`config.mk`:
```
export PLATFORM = sky130hd
export DESIGN_NAME = kdst_ram
export DESIGN_NICKNAME = d
export VERILOG_FILES = /design/src/hdl/kdst_pkg.sv /design/src/hdl/kdst_ram.sv
export SDC_FILE = /design/constraint.sdc
export NUM_CORES = 2
export LEC_CHECK = 0
export ABC_CLOCK_PERIOD_IN_PS = 8200
export BUFFER_PORTS_ARGS = -buffer_cell sky130_fd_sc_hd__clkbuf_2
export CAP_MARGIN = 20
export CORE_MARGIN = 10
export CORE_UTILIZATION = 45
export CTS_BUF_LIST = sky130_fd_sc_hd__clkbuf_4 sky130_fd_sc_hd__clkbuf_8
export DETAILED_ROUTE_END_ITERATION = 10
export MAX_ROUTING_LAYER = met4
export PLACE_DENSITY = 0.66
export SETUP_SLACK_MARGIN = 0.2
export SYNTH_ARGS = -nofsm -noshare
export SYNTH_HDL_FRONTEND = slang
export SYNTH_MEMORY_MAX_BITS = 65536
export SYNTH_SLANG_ARGS = --single-unit
```
`constraint.sdc`:
```
create_clock -name clk_i -period 8.2 [get_ports clk_i]
set_clock_uncertainty 0.15 [all_clocks]
set_input_delay 0.82 -clock clk_i [delete_from_list [all_inputs] [get_ports clk_i]]
set_output_delay 0.82 -clock clk_i [all_outputs]
set_load 0.01 [all_outputs]
```
`src/hdl/kdst_pkg.sv`:
```
`default_nettype none
// ----------------------------------------------------------------------------
// kdst_pkg: shared types and constants for the key/dimension slot table
// Table geometry, operation and status codes, and the transaction payloads.
// ----------------------------------------------------------------------------
package kdst_pkg;

  localparam int unsigned TableDepth = 64;
  localparam int unsigned DimWidth   = 10;
  localparam int unsigned SlotWidth  = 6;
  localparam int unsigned CountWidth = 7;
  localparam int unsigned KeyWidth   = 64;

  typedef enum logic [1:0] {
    OP_PREFILL = 2'd0,
    OP_FACTOR  = 2'd1,
    OP_FINISH  = 2'd2,
    OP_NONE    = 2'd3
  } opcode_e;

  typedef enum logic [2:0] {
    ST_APPENDED  = 3'd0,
    ST_UPDATED   = 3'd1,
    ST_FULL      = 3'd2,
    ST_OUT_ORDER = 3'd3,
    ST_EMPTY     = 3'd4
  } status_e;

  typedef struct packed {
    logic [1:0]          opcode;
    logic [KeyWidth-1:0] key;
    logic [9:0]          dim;
  } in_item_t;

  typedef struct packed {
    logic [5:0]          slot;
    logic [KeyWidth-1:0] out_key;
    logic [9:0]          out_dim;
    logic [2:0]          status;
    logic                last;
  } out_item_t;

  // one table entry as stored in memory
  typedef struct packed {
    logic [KeyWidth-1:0] key;
    logic [DimWidth-1:0] dim;
  } entry_t;

endpackage
`default_nettype wire

```
`src/hdl/kdst_ram.sv`:
```
`default_nettype none
// ----------------------------------------------------------------------------
// kdst_ram: entry memory
// One write port and one read port, registered read data.
// ----------------------------------------------------------------------------
module kdst_ram
  import kdst_pkg::*;
(
  input  wire logic                 clk_i,
  input  wire logic                 we_i,
  input  wire logic [SlotWidth-1:0] waddr_i,
  input  wire entry_t               wdata_i,
  input  wire logic [SlotWidth-1:0] raddr_i,
  output entry_t                    rdata_o
);

  entry_t mem [TableDepth];

  always_ff @(posedge clk_i) begin
    if (we_i) begin
      mem[waddr_i] <= wdata_i;
    end
    rdata_o <= mem[raddr_i];
  end

endmodule
`default_nettype wire

```
# Yosys cells after proc, flatten, opt, wreduce, memory -nomap -nowiden
# Memory sizes are Yosys's and may differ from the RTL's. A register that Yosys moved wholly into a read port is not among the register bits.
# Index checks and enable logic that the tools add are counted.
# totals
ff_bits	0
ramBits	4736
input_bits	88
output_inout_bits	74
word_cells	3
n_memories	1
# mem_list
name	depth	word_bits	rd	rd_clocked_by_memory_dff	write_ports	line	rtl
mem	64	74	1	1	1	kdst_ram.sv:17	entry_t mem [TableDepth];
# classes
muxes	2
# op_table
cell	n
2-to-1 mux 1 bit	2

# Logic depth before layout (Yosys ltp)
# logic_depth
depth_word	2
mapped_depth	10
mapped_depth_nobuf	5

# Worst setup path before layout
# No wires, ideal clock.
# synth_path
path_kind	input to register
start	input waddr_i[3]
end	memory mem[48][0] in the netlist's numbering (enable)
setup_time_ns	0.597
arrival_ns	6.362
t_required_ns	7.453
setup_slack_ns	1.091
path_stages	4
path_buffers	1
path_cell_list	clkbuf_1 > nor2b_1 > nand4b_1 > nor3_1
# synth_lines
element	line	rtl
start, declared	kdst_ram.sv:11	input wire logic [SlotWidth-1:0] waddr_i,
end, declared	kdst_ram.sv:17	
# No word-level cell before the write port.

# Final worst setup path
# layout_path
start	input waddr_i[2]
end	memory mem[9][57] in the netlist's numbering (enable)
# No word-level cell before the write port.

==> impl_summary.log <==
INFO  metric run_status = finished, final reports clean
INFO  metric hold_path.class = in2reg
INFO  metric critical_path.startpoint_type = input pin
INFO  metric io_pins = between 150 and 200
INFO  metric tightest_slew = approximately 1.2 ns
INFO  metric grt_antenna_before_repair = 37
INFO  metric fin_crit = approximately 3.8 ns
INFO  metric power.density = approximately 240 nW/um^2
INFO  metric placed_cells_incl_taps = ~13000
INFO  metric first_global_vias = approximately 90000
INFO  metric finish.cell_count_without_fillers = roughly 14000
INFO  metric final_min_period_over_clock_period = 0.467
INFO  metric drc = 0
INFO  metric fp.dieArea = between 400000 and 500000 sq um
INFO  metric worstPathArrival = approximately 4.5 ns
INFO  metric ys_ff_latch = 4810
INFO  metric end_kind = flip-flop
INFO  metric route.antenna.remaining_nets = 0
INFO  metric rsz0062_at_grt = no
INFO  metric number_of_distinct_standard_cells_referenced_by_the_synthesized_netlist = 32
INFO  metric clkTransAtPathRegs = around 0.060 ns
INFO  metric drive_above_1_share = 0.340
INFO  metric setup_viol = 0
INFO  metric io_buffer_count = 161
INFO  metric drt_pass1_iterations = 6
INFO  metric cp-startpoint = waddr_i[2]
INFO  metric synth-edff-count = 4736
INFO  metric tritoncts_num_sinks = between 4000 and 5000
INFO  metric r2r_setup_slack = slightly below 6 ns
INFO  metric regToRegEndpoint = rdata_o[4]
INFO  metric timing.max_slew.rel_slack = 0.183
INFO  metric globalplace.congestion = around 0.78
INFO  metric synth_fp_nets = slightly below 8000
INFO  metric fin_tns_setup = 0 ns
INFO  metric tritoncts_clock_tree = yes
INFO  metric layout.cells.most_common = sky130_fd_sc_hd__edfxtp_1
INFO  metric maximum_number_of_pins_on_one_net_before_global_route_repair = around 140
INFO  metric later_pin_clock_latency_in_the_skew_report = between 1 and 1.5 ns
INFO  metric timing_hold_violations_final = 0
INFO  metric postCtsSetupBuffers = 0
INFO  metric cts-htree-levels = 6
INFO  metric maxSlewViolCount = 0
INFO  metric start_util = 0.452
INFO  metric globalRouteTotalUtil = 0.232
INFO  metric synthArstFlopShare = 0
INFO  metric clock_tree.buffer_depth = 4
INFO  metric post_synthesis_cell_area = roughly 180000 sq um
INFO  metric post_synth_inst_count = about 7700
INFO  metric area_growth = 13.8%
INFO  metric max_cap_viol_count = 0
INFO  metric wire_length_of_the_first_global_routing_pass = just under 700000 um
INFO  metric detail_route.wl_per_cell = 34.1 um
INFO  metric die_height = 654 um
INFO  metric setup_crit_end = mem[9][57]
INFO  metric post_route_worst_setup_slack = approximately 4.4 ns
INFO  metric r2r_cells = 5
INFO  metric final_nets = around 8600
INFO  metric detail_route.wirelength = slightly below 500000 um
INFO  metric core_region_area = ~400000 sq um
INFO  metric ys_seq_area_frac = 0.795
INFO  metric detailed_place.area = approximately 190000 sq um
INFO  metric post_synth.cell_area_avg = around 24 sq um
INFO  metric pre_cts_ws = between 3 and 4 ns
INFO  metric dp.final_hpwl = between 200000 and 300000 um
INFO  metric route.vias.total = 89200
INFO  metric core.rowCount = about 230
INFO  metric layout.cell_area.non_filler = 206000 sq um
INFO  metric leakage_power = between 60 and 70 nW
INFO  metric iteration_0_drc_markers = around 13000
INFO  metric most_used_cells_in_the_layout_excluding_fill_and_tap_cells = 4736 x sky130_fd_sc_hd__edfxtp_1, 1211 x sky130_fd_sc_hd__mux4_2, 776 x sky130_fd_sc_hd__clkbuf_8
INFO  metric criticalPathCategory = in2reg
INFO  metric vdd.ir_drop.worst = ~0.16 mV
INFO  metric synthesis.yosys.warnings = 0
INFO  metric ctsRootBufferMaster = sky130_fd_sc_hd__clkbuf_8
INFO  metric hold_start = wdata_i[47]
INFO  metric wp_data_required = between 8 and 9 ns
INFO  metric max_freq = about 260 MHz
INFO  metric synth_flop_cell = sky130_fd_sc_hd__edfxtp_1
INFO  metric r2r-start = mem[35][4]
INFO  metric gr_ovfl_total = 0
INFO  metric cts_buffers = between 700 and 800
INFO  metric cp_max_fo = 32
INFO  metric avgViaCountPerCell = between 6 and 7
INFO  metric die_x = about 650 um
==> metal layers <==
metal	vias to the layer above	GRT usage	share of wire
li1	34800	-	-
met2	5576	0.358	0.48
met4	0	0.0645	0.028
met1	48000	0.316	0.38
met3	835	0.0472	0.11
met5	-	-	0
==> what timing repair did <==
item | 4_1_cts | 5_1_grt
gates resized for setup | 0 | 0
hold buffers | 9 | 58
endpoints found under the hold margin | 154 | 2043
==> cells in the mapped netlist, drive strengths merged, types with 2 or more instances <==
cell type,number,area (sq um)
nand2b,5,31.3
or3b,2,17.5
o32ai,9,78.8
mux2i,48,480
nor3,68,340
o21ai,10,50.1
buf,249,1340
dfxtp,74,1480
edfxtp,4736,142000
a222oi,33,330
nand2,183,687
a31o,9,78.8
nor2,94,353
and2,3,18.8
mux2,132,1490
a22oi,224,1680
a21oi,177,886
clkbuf,181,679
a31oi,33,206
nand3b,4,30.0
nand4,2,12.5
or2,2,12.5
nor2b,13,81.3
nand3,53,265
o22ai,99,619
mux4,1211,27300
==> power by group <==
| group | total, mW | leakage [nW] | switching (mW) | internal [mW] |
|---|---|---|---|---|
| logic | 2.41 | 13.3 | 1.47 | 0.944 |
| clock network | 19.9 | 7.88 | 9.32 | 10.5 |
| registers | 27.3 | 43.2 | 0.111 | 27.2 |
==> area by class of cell <==
class | count | area [sq um]
Clock buffer | 1097 | 13100
Inverter | 1 | 11.3
Tap cell | 5265 | 6590
Fill cell | 30400 | 194000
Clock inverter | 254 | 1720
Antenna cell | 24 | 60.1
Multi-Input combinational cell | 2416 | 35600
Sequential cell | 4810 | 144000
Timing Repair Buffer | 515 | 4960
==> registers in the layout, summed over array words and instances (netlist names) <==
| name | cells |
|---|---|
| mem | 4736 |
| rdata_o | 74 |
==> kinds of logic after synthesis <==
kind of cell,synth area share
muxes,0.162
buffers and inverters,0.0112
and+or+nand+nor,0.0103
DFF,0.795
AOI/OAI and AO/OA,0.0217
==> worst min-delay path by stage <==
| stage | to | slack (ns) | depth (start not counted) |
|---|---|---|---|
| 2_1_floorplan | rdata_o[17] | 0.60 | 5 |
| 3_3_place_gp | rdata_o[1] | 0.65 | 5 |
| 3_5_place_dp | rdata_o[17] | 0.67 | 5 |
| 4_1_cts | mem[22][56] | 0.02 | 2 |
| 5_1_grt | mem[15][47] | 0.02 | 1 |
| 6_report | mem[18][47] | 0.04 | 1 |
==> critical path: stages <==
cell and delay, ns:
sky130_fd_sc_hd__dlygate4sd3_1 0.64, sky130_fd_sc_hd__clkbuf_2 0.23, sky130_fd_sc_hd__nor2_1 0.17, sky130_fd_sc_hd__nand3_1 0.64
sky130_fd_sc_hd__nor2_4 1.03, sky130_fd_sc_hd__buf_4 0.72
==> per-stage QoR <==
stage          hold slack [ns]  power, mW  utilization
5_1_grt                 0.0192       51.1        0.515
3_5_place_dp             0.671       30.2        0.472
6_report                0.0430       49.6        0.515
2_1_floorplan            0.599       29.1            -
3_3_place_gp             0.654       30.1        0.472
4_1_cts                 0.0192       49.8        0.509
Note: power is estimated with default switching activity, not from simulation.
